===== config.mk =====
export PLATFORM = sky130hd
export DESIGN_NAME = regex_dot_star_matcher
export DESIGN_NICKNAME = d
export VERILOG_FILES = /design/src/hdl/rdsm_pkg.sv /design/src/hdl/rdsm_cell.sv /design/src/hdl/regex_dot_star_matcher.sv
export VERILOG_INCLUDE_DIRS = /design/src /design/src/hdl
export SDC_FILE = /design/constraint.sdc
export NUM_CORES = 1
export LEC_CHECK = 0
export ABC_AREA = 1
export BUFFER_PORTS_ARGS = -buffer_cell sky130_fd_sc_hd__buf_4
export CORE_ASPECT_RATIO = 0.8
export CORE_UTILIZATION = 45
export DETAILED_ROUTE_END_ITERATION = 16
export GPL_ROUTABILITY_DRIVEN = 0
export SYNTH_ARGS = -nofsm -noshare
export SYNTH_HDL_FRONTEND = slang
export SYNTH_SLANG_ARGS = --single-unit

===== constraint.sdc =====
create_clock -name clk -period 10.2 [get_ports clk]
set_clock_uncertainty 0.1 [all_clocks]
set_input_delay 1.02 -clock clk [delete_from_list [all_inputs] [get_ports clk]]
set_output_delay 1.02 -clock clk [all_outputs]
set_load 0.1 [all_outputs]

===== src/hdl/regex_dot_star_matcher_macros.svh =====
// Assertion macros for the dot-star matcher.
// RDSM_ASSERT checks a condition at every clock edge outside reset.
// RDSM_ASSERT_NEXT checks that a condition holds in the cycle after a trigger.
`ifndef REGEX_DOT_STAR_MATCHER_MACROS_SVH
`define REGEX_DOT_STAR_MATCHER_MACROS_SVH
`ifndef ASSERT_OFF
`define RDSM_ASSERT(label, ck, rs, cond) \
  label: assert property (@(posedge ck) disable iff (rs) (cond)) \
    else $error("assertion failed");
`define RDSM_ASSERT_NEXT(label, ck, rs, trig, cond) \
  label: assert property (@(posedge ck) disable iff (rs) (trig) |=> (cond)) \
    else $error("assertion failed");
`else
`define RDSM_ASSERT(label, ck, rs, cond)
`define RDSM_ASSERT_NEXT(label, ck, rs, trig, cond)
`endif
`endif


===== src/hdl/rdsm_pkg.sv =====
`default_nettype none
package rdsm_pkg;

  // Default capacity of the pattern in tokens.
  localparam int MAX_TOKENS_DEF = 32;

  // Command codes carried with each input item.
  typedef logic [1:0] cmd_t;
  localparam cmd_t CMD_CLEAR  = 2'd0;
  localparam cmd_t CMD_APPEND = 2'd1;
  localparam cmd_t CMD_TEXT   = 2'd2;
  localparam cmd_t CMD_END    = 2'd3;

  // Pattern error codes.
  typedef logic [1:0] err_t;
  localparam err_t ERR_NONE     = 2'd0;
  localparam err_t ERR_CAPACITY = 2'd1;
  localparam err_t ERR_STAR     = 2'd2;

  // Special pattern bytes.
  localparam logic [7:0] STAR_BYTE = 8'h2A;
  localparam logic [7:0] ANY_BYTE  = 8'h2E;

  // Controls broadcast to every cell.
  typedef struct packed {
    logic       text_en;
    logic       restart;
    logic [7:0] data;
  } bus_t;

  // Controls addressed to one cell.
  typedef struct packed {
    logic used;
    logic wr_char;
    logic set_star;
  } cell_ctl_t;

endpackage
`default_nettype wire


===== src/hdl/rdsm_cell.sv =====
`default_nettype none
module rdsm_cell #(
  parameter bit START = 1'b0
) (
  input  wire logic              clk,
  input  wire logic              rst,
  input  wire rdsm_pkg::bus_t    bus,
  input  wire rdsm_pkg::cell_ctl_t ctl,
  input  wire logic              carry_in,
  input  wire logic              adv_in,
  output logic                   carry_out,
  output logic                   adv_out,
  output logic                   closed,
  output logic                   star_out
);

  logic [7:0] ch;
  logic       star;
  logic       act;
  logic       hit;

  // Position with star closure from the left neighbour.
  assign closed    = act | carry_in;
  assign carry_out = closed & star & ctl.used;
  assign star_out  = star;

  // Token compare against the text byte.
  assign hit     = ctl.used & closed & ((ch == rdsm_pkg::ANY_BYTE) || (ch == bus.data));
  assign adv_out = hit & ~star;

  // Token storage, written while the pattern is built.
  always_ff @(posedge clk) begin
    if (ctl.wr_char) begin
      ch   <= bus.data;
      star <= 1'b0;
    end else if (ctl.set_star) begin
      star <= 1'b1;
    end
  end

  // Active position bit.
  always_ff @(posedge clk) begin
    if (rst || bus.restart) begin
      act <= START;
    end else if (bus.text_en) begin
      act <= (hit & star) | adv_in;
    end
  end

endmodule
`default_nettype wire


===== src/hdl/regex_dot_star_matcher.sv =====
// Whole-text matcher for patterns of literal bytes, '.' and 'x*'.
// Input channel (in_valid, in_stall, cmd, data_byte): clear the pattern,
// append a pattern byte, feed a text byte, or mark the end of the text.
// Output channel (out_valid, out_stall, matched, error): one item per
// end-of-text item, giving the match and the pattern error code.
// The block accepts one item per cycle while in_stall is low.
// The result of an end-of-text item appears in the output register on the
// cycle after it is accepted. The cycle time is set by the closure chain that
// ripples through the row of token cells, one cell per pattern token.
// Output is a single register: while it holds an item and the receiver
// stalls, in_stall is raised and no input is taken; once taken, a new
// result may be loaded in the same cycle.
// A synchronous reset empties the pattern, clears the error and out_valid,
// and sets the active vector to the start position. The pattern
// persists across texts until a clear item.
`default_nettype none
`include "regex_dot_star_matcher_macros.svh"
module regex_dot_star_matcher #(
  parameter int MAX_TOKENS = rdsm_pkg::MAX_TOKENS_DEF
) (
  input  wire logic       clk,
  input  wire logic       rst,
  input  wire logic       in_valid,
  output logic            in_stall,
  input  wire logic [1:0] cmd,
  input  wire logic [7:0] data_byte,
  output logic            out_valid,
  input  wire logic       out_stall,
  output logic            matched,
  output logic [1:0]      error
);

  localparam int CNT_W = $clog2(MAX_TOKENS + 1);

  logic [CNT_W-1:0]        count;
  rdsm_pkg::err_t          pattern_error;
  logic                    act_last;
  logic                    acc;
  rdsm_pkg::bus_t          bus;
  rdsm_pkg::cell_ctl_t     ctl   [MAX_TOKENS];
  logic [MAX_TOKENS:0]     carry;
  logic [MAX_TOKENS:0]     adv;
  logic [MAX_TOKENS-1:0]   closed;
  logic [MAX_TOKENS-1:0]   star_vec;
  logic [MAX_TOKENS-1:0]   eq_cnt;
  logic [MAX_TOKENS-1:0]   eq_prev;
  logic                    is_star;
  logic                    last_star;
  logic                    full;
  logic                    do_append;
  logic                    do_set_star;
  logic                    accept_hit;

  assign in_stall = out_valid & out_stall;
  assign acc      = in_valid & ~in_stall;

  // Broadcast controls for the cell row.
  assign bus.data    = data_byte;
  assign bus.text_en = acc && (cmd == rdsm_pkg::CMD_TEXT);
  assign bus.restart = acc && (cmd != rdsm_pkg::CMD_TEXT);

  // Pattern building decisions.
  assign is_star     = (data_byte == rdsm_pkg::STAR_BYTE);
  assign last_star   = |(star_vec & eq_prev);
  assign full        = (count == CNT_W'(MAX_TOKENS));
  assign do_append   = acc && (cmd == rdsm_pkg::CMD_APPEND) &&
                       (pattern_error == rdsm_pkg::ERR_NONE);
  assign do_set_star = do_append && is_star && (count != '0) && !last_star;

  // Row of token cells with the closure and advance chains between them.
  assign carry[0] = 1'b0;
  assign adv[0]   = 1'b0;
  for (genvar i = 0; i < MAX_TOKENS; i++) begin : g_cell
    assign eq_cnt[i]       = (count == CNT_W'(i));
    assign eq_prev[i]      = (count == CNT_W'(i + 1));
    assign ctl[i].used     = (CNT_W'(i) < count);
    assign ctl[i].wr_char  = do_append && !is_star && !full && eq_cnt[i];
    assign ctl[i].set_star = do_set_star && eq_prev[i];
    rdsm_cell #(
      .START(i == 0)
    ) u_cell (
      .clk      (clk),
      .rst      (rst),
      .bus      (bus),
      .ctl      (ctl[i]),
      .carry_in (carry[i]),
      .adv_in   (adv[i]),
      .carry_out(carry[i+1]),
      .adv_out  (adv[i+1]),
      .closed   (closed[i]),
      .star_out (star_vec[i])
    );
  end

  // Accepting position with closure, picked at the token count.
  assign accept_hit = |(closed & eq_cnt) | (full & (act_last | carry[MAX_TOKENS]));

  // Final position beyond the last cell.
  always_ff @(posedge clk) begin
    if (rst || bus.restart) begin
      act_last <= 1'b0;
    end else if (bus.text_en) begin
      act_last <= adv[MAX_TOKENS];
    end
  end

  // Token count and sticky pattern error.
  always_ff @(posedge clk) begin
    if (rst) begin
      count         <= '0;
      pattern_error <= rdsm_pkg::ERR_NONE;
    end else if (acc && (cmd == rdsm_pkg::CMD_CLEAR)) begin
      count         <= '0;
      pattern_error <= rdsm_pkg::ERR_NONE;
    end else if (do_append) begin
      if (is_star) begin
        if (!do_set_star) begin
          pattern_error <= rdsm_pkg::ERR_STAR;
        end
      end else if (full) begin
        pattern_error <= rdsm_pkg::ERR_CAPACITY;
      end else begin
        count <= count + CNT_W'(1);
      end
    end
  end

  // Output register for end-of-text results.
  always_ff @(posedge clk) begin
    if (rst) begin
      out_valid <= 1'b0;
    end else if (acc && (cmd == rdsm_pkg::CMD_END)) begin
      out_valid <= 1'b1;
    end else if (!out_stall) begin
      out_valid <= 1'b0;
    end
  end

  always_ff @(posedge clk) begin
    if (acc && (cmd == rdsm_pkg::CMD_END)) begin
      matched <= (pattern_error == rdsm_pkg::ERR_NONE) && accept_hit;
      error   <= pattern_error;
    end
  end

  // A match is never reported together with a pattern error.
  `RDSM_ASSERT(a_match_no_err, clk, rst, !(out_valid && matched && (error != rdsm_pkg::ERR_NONE)))
  // The token count never passes the capacity.
  `RDSM_ASSERT(a_count_cap, clk, rst, count <= CNT_W'(MAX_TOKENS))
  // A clear empties the pattern and the error by the next cycle.
  `RDSM_ASSERT_NEXT(a_clear, clk, rst, acc && (cmd == rdsm_pkg::CMD_CLEAR), (count == '0) && (pattern_error == rdsm_pkg::ERR_NONE))
  // An accepted non-star append with no error set and room left grows the pattern by one token.
  `RDSM_ASSERT_NEXT(a_append_grow, clk, rst, do_append && !is_star && !full, count == $past(count) + CNT_W'(1))
  // At most one cell is written per cycle.
  `RDSM_ASSERT(a_one_write, clk, rst, $onehot0(eq_cnt))

endmodule
`default_nettype wire

## After elaboration in Yosys (flattened, before gate mapping)

Index checks and enable logic that the tools add are counted.

| word-level totals | value |
|---|---|
| register bits | 333 |
| input port bits | 14 |
| output and inout port bits | 5 |
| word-level logic and storage cells | 661 |

| operators by class | value |
|---|---|
| $add $sub $neg | 1 |
| magnitude comparators | 32 |
| eq/ne operators | 103 |
| muxes and demuxes | 5 |
| bitwise logic cells | 296 |
| reduce and logical (&&, ||, !) cells | 122 |

Operators by type and width:

| kind | number |
|---|---|
| equality test 8 x 6 -> 1 bit (second input constant) | 33 |
| equality test 8 bit | 32 |
| bitwise AND 1 bit | 195 |
| equality test 6 x 5 -> 1 bit (second input constant) | 16 |
| less-than comparator 5 x 6 -> 1 bit (first input constant) | 16 |
| logical AND 1 bit | 76 |
| bitwise AND 32 bit | 2 |
| OR 1 bit | 64 |
| OR reduction 32 bit | 2 |
| equality test 6 x 4 -> 1 bit (second input constant) | 8 |
| less-than comparator 4 x 6 -> 1 bit (first input constant) | 8 |
| inverter 1 bit | 35 |
| logical OR 1 bit | 33 |
| equality test 6 x 3 -> 1 bit (second input constant) | 4 |
| less-than comparator 3 x 6 -> 1 bit (first input constant) | 4 |
| equality test 6 x 2 -> 1 bit (second input constant) | 2 |
| less-than comparator 1 x 6 -> 1 bit (first input constant) | 2 |
| less-than comparator 2 x 6 -> 1 bit (first input constant) | 2 |
| adder 6 x 1 -> 6 bit (second input constant) | 1 |
| equality test 6 x 1 -> 1 bit (second input constant) | 1 |
| equality test 6 bit (second input constant) | 1 |
| zero test 6 bit | 1 |
| 2-to-1 mux 2 bit | 3 |
| AND reduction 3 bit | 2 |
| other kinds (10) | 16 |

## Logic depth before layout (Yosys ltp)

Gate-level depths: netlist of run 1.

| logic depth | value |
|---|---|
| depth in word-level cells | 99 |
| gate-level depth with buffers | 67 |
| mapped depth without buffers | 67 |

## Hierarchy

From an unflattened synthesis of run 1, not the netlist that was laid out.

| second synthesis, totals | value |
|---|---|
| cell total of the unflattened synthesis | 2432 |
| area, all modules | 18571.6 um^2 |

By module, submodules not included:

| module | times used | cells an instance | area each (um^2) | sequential area each (um^2) |
|---|---|---|---|---|
| rdsm_cell at g_cell[10].u_cell ... | 31 | 63 | 515.5 | 280.3 |
| regex_dot_star_matcher | 1 | 412 | 2073.2 | 290.3 |
| rdsm_cell at g_cell[0].u_cell | 1 | 67 | 518.0 | 280.3 |

## Worst setup path before layout of run 1

Ideal clock, no wire load.

| timing path | value |
|---|---|
| kind | register -> register |
| start | register count[0] |
| end | register matched (data pin) |
| library setup time | 0.140 ns |
| arrival time | 5.335 ns |
| data required time | 9.960 ns |
| setup slack | 4.624 ns |
| stages on the path, launching flop included | 68 |
| path buffers | 0 |
| period minus slack after synthesis | 5.576 ns |
| cell sequence | dfxtp_1 clkinv_1 ha_1 nand3_4 nand2_4 nand2_4 nand3_2 nand2_2 nand3_2 nand2_2 nand3_2 nand2_2 nand3_2 nand2_2 nand3_2 nand2_2 nand3_2 nand2_2 [32 not listed] nand3_2 nand2_2 nand3_2 nand2_2 nand3_2 nand2_2 nand3_2 nand2_2 nand3_2 nand2_2 nand3_2 nand2_2 nand3_2 nand2_2 nand3_2 nand2_2 o21ai_1 a21oi_2 |

| on the way | value |
|---|---|
| longest elaborated chain between the ends | 99 |
| elaborated cells on any way between the ends | 165 |
| classes of those cells | order compare: 32; eq/ne: 32; bitwise: 98; reduce/logical: 3 |

RTL lines:

| element | RTL line | RTL |
|---|---|---|
| from (decl) | regex_dot_star_matcher.sv:35 | `logic [CNT_W-1:0] count;` |
| from (signal assigned) | regex_dot_star_matcher.sv:123 | `count <= count + CNT_W'(1);` |
| less-than comparator 1 x 6 -> 1 bit | regex_dot_star_matcher.sv:76 | `assign ctl[i].used = (CNT_W'(i) < count);` |
| bitwise AND 1 bit | rdsm_cell.sv:24 | `assign carry_out = closed & star & ctl.used;` |
| OR 1 bit | rdsm_cell.sv:23 | `assign closed = act \| carry_in;` |
| bitwise AND 1 bit (2 in series) | rdsm_cell.sv:24 |  |
| OR 1 bit | rdsm_cell.sv:23 |  |
| bitwise AND 1 bit (2 in series) | rdsm_cell.sv:24 |  |
| OR 1 bit | rdsm_cell.sv:23 |  |
| bitwise AND 1 bit (2 in series) | rdsm_cell.sv:24 |  |
| [78 not listed] | - |  |
| OR 1 bit | rdsm_cell.sv:23 |  |
| bitwise AND 1 bit (2 in series) | rdsm_cell.sv:24 |  |
| OR 1 bit | rdsm_cell.sv:23 |  |
| bitwise AND 1 bit (2 in series) | rdsm_cell.sv:24 |  |
| OR 1 bit | regex_dot_star_matcher.sv:96 | `assign accept_hit = \|(closed & eq_cnt) \| (full & (act_last \| carry[MAX_TOKENS]));` |
| bitwise AND 1 bit | regex_dot_star_matcher.sv:96 |  |
| OR 1 bit (*) | regex_dot_star_matcher.sv:96 |  |
| logical AND 1 bit (*) | regex_dot_star_matcher.sv:141 | `matched <= (pattern_error == rdsm_pkg::ERR_NONE) && accept_hit;` |
| to (signal assigned) | regex_dot_star_matcher.sv:141 |  |
| to (decl) | regex_dot_star_matcher.sv:29 | `output logic matched,` |

Every way passes the cells marked *; elsewhere a longest branch is shown, timed or not.
A chain may end at the register's enable or synchronous reset.

## Final worst setup path of run 1

Ends and elaborated chain as after synthesis.

==> flow_summary.ini, run 1 <==
[placement]
place_ws_ns = 3.74
placed_area_um2 = 17300
io_buffers = 18
dp_hpwl_um = 27400
place_inst = 2158

[sta]
final-setup-viol-count = 0
rsz0062_at_grt = false
slew_headroom = 0.227
setup_ws_ns = 3.67
hold_slack_ns = 0.364
fin_crit_ns = 6.53
fmax_mhz = 153
finalSetupTns_ns = 0
min_period_over_period = 0.640
slew_viol_final = 0
hold_violations = 0
worstMarginPinSlew_ns = 1.16

[floorplan]
dieHeight_um = 173
core_um2 = 36000
fp-row-count = 62
num_io_pins = 19
die-area_um2 = 37500
die_width_um = 216
start_util = 0.459

[worst_setup_path]
crit_fanout = 12
reg2reg_from = count[0]
required_ns = 10.49
slowest_stage = dfxtp_1
r2r_cells = 61
regToRegSetupSlack_ns = 3.67
arrival_ns = 6.82
cp_num_buf_inv = 2
endpoint_kind = flip-flop
crit_family = simple AND/OR/NAND/NOR gates
worst-setup-path-type = reg -> reg
timing.rr.end = matched
cpPeakStageDelay_ns = 0.44
cp-start-kind = flip-flop

[min_path]
min_path_type = reg -> reg
hp-start = pattern_error[1]
hold_end = error[1]
hold_depth = 0

[yosys]
synth_enable_flop_cells = 259
synthCells = 1689
ys_seq_area_frac = 0.561
ys_warn_count = 0
ys.flop_type = edfxtp_1
syn_area_um2 = 16500
syn_area_per_cell_um2 = 9.77
synthArstFlopShare = 0
ys_ff_latch = 333
syn_nets = 1706
yosysUniqueCellTypes = 47

[flow_run]
cap_violations = 0

[final_layout]
fin_cells = 2225
fin_area_um2 = 18500
fin_nets = 1733
multiInputGateArea_um2 = 6230
nFillCells = 3245
seq_area_um2 = 9260
mostFrequentLayoutCell = nand2_1
drive_above_1_share = 0.123
layout_common_cells = nand2_1 (305), edfxtp_1 (259), inv_1 (217)
syn_to_final_growth_pct = 12.1
final_util = 0.514

[status]
status = complete, no violations

[clock_tree]
root_buffer = clkbuf_16
clock-sinks = 333
cts_resized = 0
htreeDepth = 2
ctsLongestPathBuffers = 3
clk_pin_slew_ns = 0.06
cts-hold-fix-buffers = 0
tritoncts = done
numCtsBuffers = 36
clk-insertion-delay-late_ns = 0.53
post-cts-setup-buffers = 0

[route]
num_vias = 12100
initialDrtViolationCount = 1039
routedWlPerCell_um = 18.4
viasPerCell = 5.42
firstDrtPassIters = 6
antenna_left = 0
drc_errors = 0
drt_wl_total_um = 41000

[pwr]
p_per_area_nw_per_um2 = 163
ir_worst_vdd_mv = 0.155
finalPower_mw = 3.01
leakage_nw = 6.68

[grt]
first_global_vias = 11700
grt_max_degree = 61
antenna_found_initial = 0
grt.overflow.total = 0
grt_pass1_wl_um = 65100
grt.total_usage = 0.222
Yosys cell counts (all sizes together) (16+ instances only):
master | n | area [um2]
edfxtp | 259 | 7780
a21oi | 68 | 352
nand2 | 338 | 1370
nand3 | 77 | 548
nor4 | 66 | 413
or2 | 27 | 169
inv | 219 | 822
buf | 16 | 68.8
nand4 | 74 | 463
xor2 | 23 | 201
nor2 | 104 | 395
o21ai | 46 | 230
clkbuf | 40 | 150
xnor2 | 148 | 1300
dfxtp | 74 | 1480
a31oi | 30 | 188
nor3 | 16 | 80.1
worst register-to-register path: cells and delay by family (launching register included):
family / cells / cell delay, ns
compound gates: 2 / 0.21
flops: 1 / 0.44
fa+ha+maj: 1 / 0.38
buf+inv: 2 / 0.71
simple gates: 56 / 4.53
cells by family (layout without fill, tap and decap cells):
logic type | after synthesis | count (layout) | share of synthesized area
and+or+nand+nor | 716 | 716 | 0.214
DFF | 333 | 333 | 0.561
buffers and inverters | 276 | 331 | 0.0633
AOI/OAI and AO/OA | 190 | 190 | 0.0687
xor gates and xnor gates | 171 | 171 | 0.0907
adders and majority gates | 3 | 3 | 0.00227
other | 0 | 1 | 0
sequential cells by signal (all words and copies together) (netlist names):
| name | count |
|---|---|
| pattern_error | 2 |
| out_valid | 1 |
| error | 2 |
| matched | 1 |
| g_cell.u_cell.ch | 256 |
| g_cell.u_cell.act | 32 |
| act_last | 1 |
| count | 6 |
| g_cell.u_cell.star_out | 32 |
final cells by class:
| cell class | count | share of cell area |
|---|---|---|
| flip-flops and latches | 333 | 0.500 |
| multi-input cells | 1080 | 0.337 |
| clock buffers | 51 | 0.0572 |
| inverters | 220 | 0.0446 |
| well taps | 480 | 0.0325 |
| repair buffers | 45 | 0.0183 |
| clock inverters | 15 | 0.0103 |
| diodes | 1 | 0.000135 |
how the worst max path moves through the flow:
| stage | from | end | slack (ns) | depth (start not counted) |
|---|---|---|---|---|
| 2_1_floorplan | count[0] | matched | 4.62 | 67 |
| 3_5_place_dp | count[0] | matched | 3.74 | 61 |
| 6_report | count[0] | matched | 3.67 | 61 |
| 3_3_place_gp | count[0] | matched | 4.06 | 67 |
| 4_1_cts | count[0] | matched | 3.67 | 61 |
| 5_1_grt | count[0] | matched | 2.93 | 61 |
metal layers:
layer,routed length (um),vias to the layer above,track usage
li1,-,5858,-
met1,20500,5808,0.336
met2,17300,333,0.329
met3,2320,65,0.0356
met4,895,0,0.0569
met5,0,-,0
power breakdown:
part / switching [mW] / internal, mW
Combinational: 0.113 / 0.0511
Sequential: 0.0104 / 1.47
Clock: 0.537 / 0.829
Power figures use the tool's default switching activity.
==> run 2, diff against run 1 <==
Clock period 10.2 ns to 6.3 ns, I/O delays scaled along.
==> run 2 against run 1 <==
Critical path depth is 6 higher. Design area increased by 0.78%. Combinational power rose by 70%. Die area did not move. Hold slack got worse by 0.087 ns. First-iteration DRC count hardly changed. Sequential power rose by 62%. Critical endpoint unchanged. Largest cell class unchanged.
==> flow_summary.ini, run 2 (synthesized netlist as in run 1, its figures left out) <==
[final_layout]
syn_to_final_growth_pct = 13.0
largest_register_ffs = 256
nFillCells = 3226
drive_above_1_share = 0.140
mostFrequentLayoutCell = nand2_1
regMostFlops = g_cell.u_cell.ch
fin_area_um2 = 18600
fin_nets = 1771
final_util = 0.518
layout_common_cells = nand2_1 (305), edfxtp_1 (259), inv_1 (217)

[sta]
worstMarginPinSlew_ns = 0.939
final-setup-viol-count = 0
fin_crit_ns = 6.12
min_period_over_period = 0.971
rsz0062_at_grt = true
setup_ws_ns = 0.185
slew_headroom = 0.372
slew_viol_final = 0
hold_slack_ns = 0.277
fmax_mhz = 164
hold_violations = 0

[clock_tree]
root_buffer = clkbuf_16
ctsLongestPathBuffers = 3
clock-sinks = 333
htreeDepth = 2
numCtsBuffers = 35
tritoncts = done
clk-insertion-delay-late_ns = 0.54
clk_pin_slew_ns = 0.07

[route]
num_vias = 12100
viasPerCell = 5.36
drc_errors = 0
firstDrtPassIters = 6
antenna_left = 0
routedWlPerCell_um = 18.2
drt_wl_total_um = 41300
initialDrtViolationCount = 1040

[min_path]
hold_depth = 3
hold_end = out_valid
min_path_type = in -> reg
hp-start = rst

[floorplan]
start_util = 0.459
die-area_um2 = 37500
fp-row-count = 62
dieHeight_um = 173
die_width_um = 216
num_io_pins = 19
core_um2 = 36000

[pwr]
p_per_area_nw_per_um2 = 249
ir_worst_vdd_mv = 0.259
leakage_nw = 6.80

[worst_setup_path]
cpPeakStageDelay_ns = 0.39
endpoint_kind = flip-flop
required_ns = 6.59
slowest_stage = dfxtp_4
r2r_cells = 67
crit_fanout = 5
timing.rr.end = matched
crit_path_start = count[0]
reg2reg_from = count[0]
cp-start-kind = flip-flop
arrival_ns = 6.41
regToRegSetupSlack_ns = 0.18
worst-setup-path-type = reg -> reg

[grt]
grt_max_degree = 61
use_met2 = 0.331
grt_pass1_wl_um = 64700
antenna_found_initial = 1
grt.overflow.total = 0
grt-busiest-layer = met1
first_global_vias = 11700
grt.total_usage = 0.222
grt_use_met3 = 0.0374
grt_use_met1 = 0.336

[placement]
placed_area_um2 = 17300
io_buffers = 18
place_ws_ns = 0.0944
dp_hpwl_um = 27400

[status]
status = complete, no violations

[flow_run]
cap_violations = 0
-- run 2: how the worst max path moves through the flow --
stage | cells past startpoint | end | slack [ns]
after global placement | 67 | matched | 0.41
after floorplan | 67 | matched | 0.72
after CTS | 67 | matched | 0.02
after detailed placement | 67 | matched | 0.09
final | 67 | matched | 0.18
after global routing | 67 | matched | -0.33
-- run 2: layout make-up --
| type | count | area (um2) | share of cell area |
|---|---|---|---|
| antenna | 1 | 2.50 | 0.000134 |
| timing repair buffer | 84 | 631 | 0.0338 |
| clock inverter | 14 | 106 | 0.00570 |
| multi-input combinational | 1080 | 6250 | 0.335 |
| sequential | 333 | 9260 | 0.497 |
| inverter | 220 | 832 | 0.0446 |
| clock buffer | 49 | 966 | 0.0518 |
| tap | 480 | 601 | 0.0322 |
-- run 2: critical path, delay by kind of cell (launching register included) --
kind	cells	cell delay, ns
AO/OA/AOI/OAI	2	0.19
adder cells (fa/ha/maj)	1	0.19
buffers and inverters	1	0.12
flip-flops	1	0.39
AND/OR/NAND/NOR	63	4.93
-- run 2: what timing repair did --
| action | in CTS | in global routing |
|---|---|---|
| hold buffers | 0 | 0 |
| setup buffers | 0 | 27 |
| gates resized for setup | 0 | 8 |
| setup endpoints to repair | 0 | 7 |
| hold endpoints to repair | 0 | 0 |
-- run 2: power breakdown --
group	switching, mW	internal, mW
combinational	0.187	0.0917
clock	0.841	1.12
sequential	0.0162	2.38
total	1.04	3.59
-- run 2: metrics by stage --
| step | setup TNS [ns] | cells | power, mW |
|---|---|---|---|
| after global placement | 0 | 2170 | 2.71 |
| final | 0 | 2261 | 4.64 |
| after detailed placement | 0 | 2170 | 2.72 |
| after CTS | 0 | 2233 | 4.67 |
| after global routing | -1.03 | 2260 | 4.80 |
| after floorplan | 0 | 1689 | 2.61 |
-- run 2: metal layers --
metal	wire [um]	part of all wire	vias up
met5	0	0	-
met4	757	0.018	0
met3	2250	0.054	61
met2	17700	0.43	320
met1	20600	0.50	5818
li1	-	-	5919
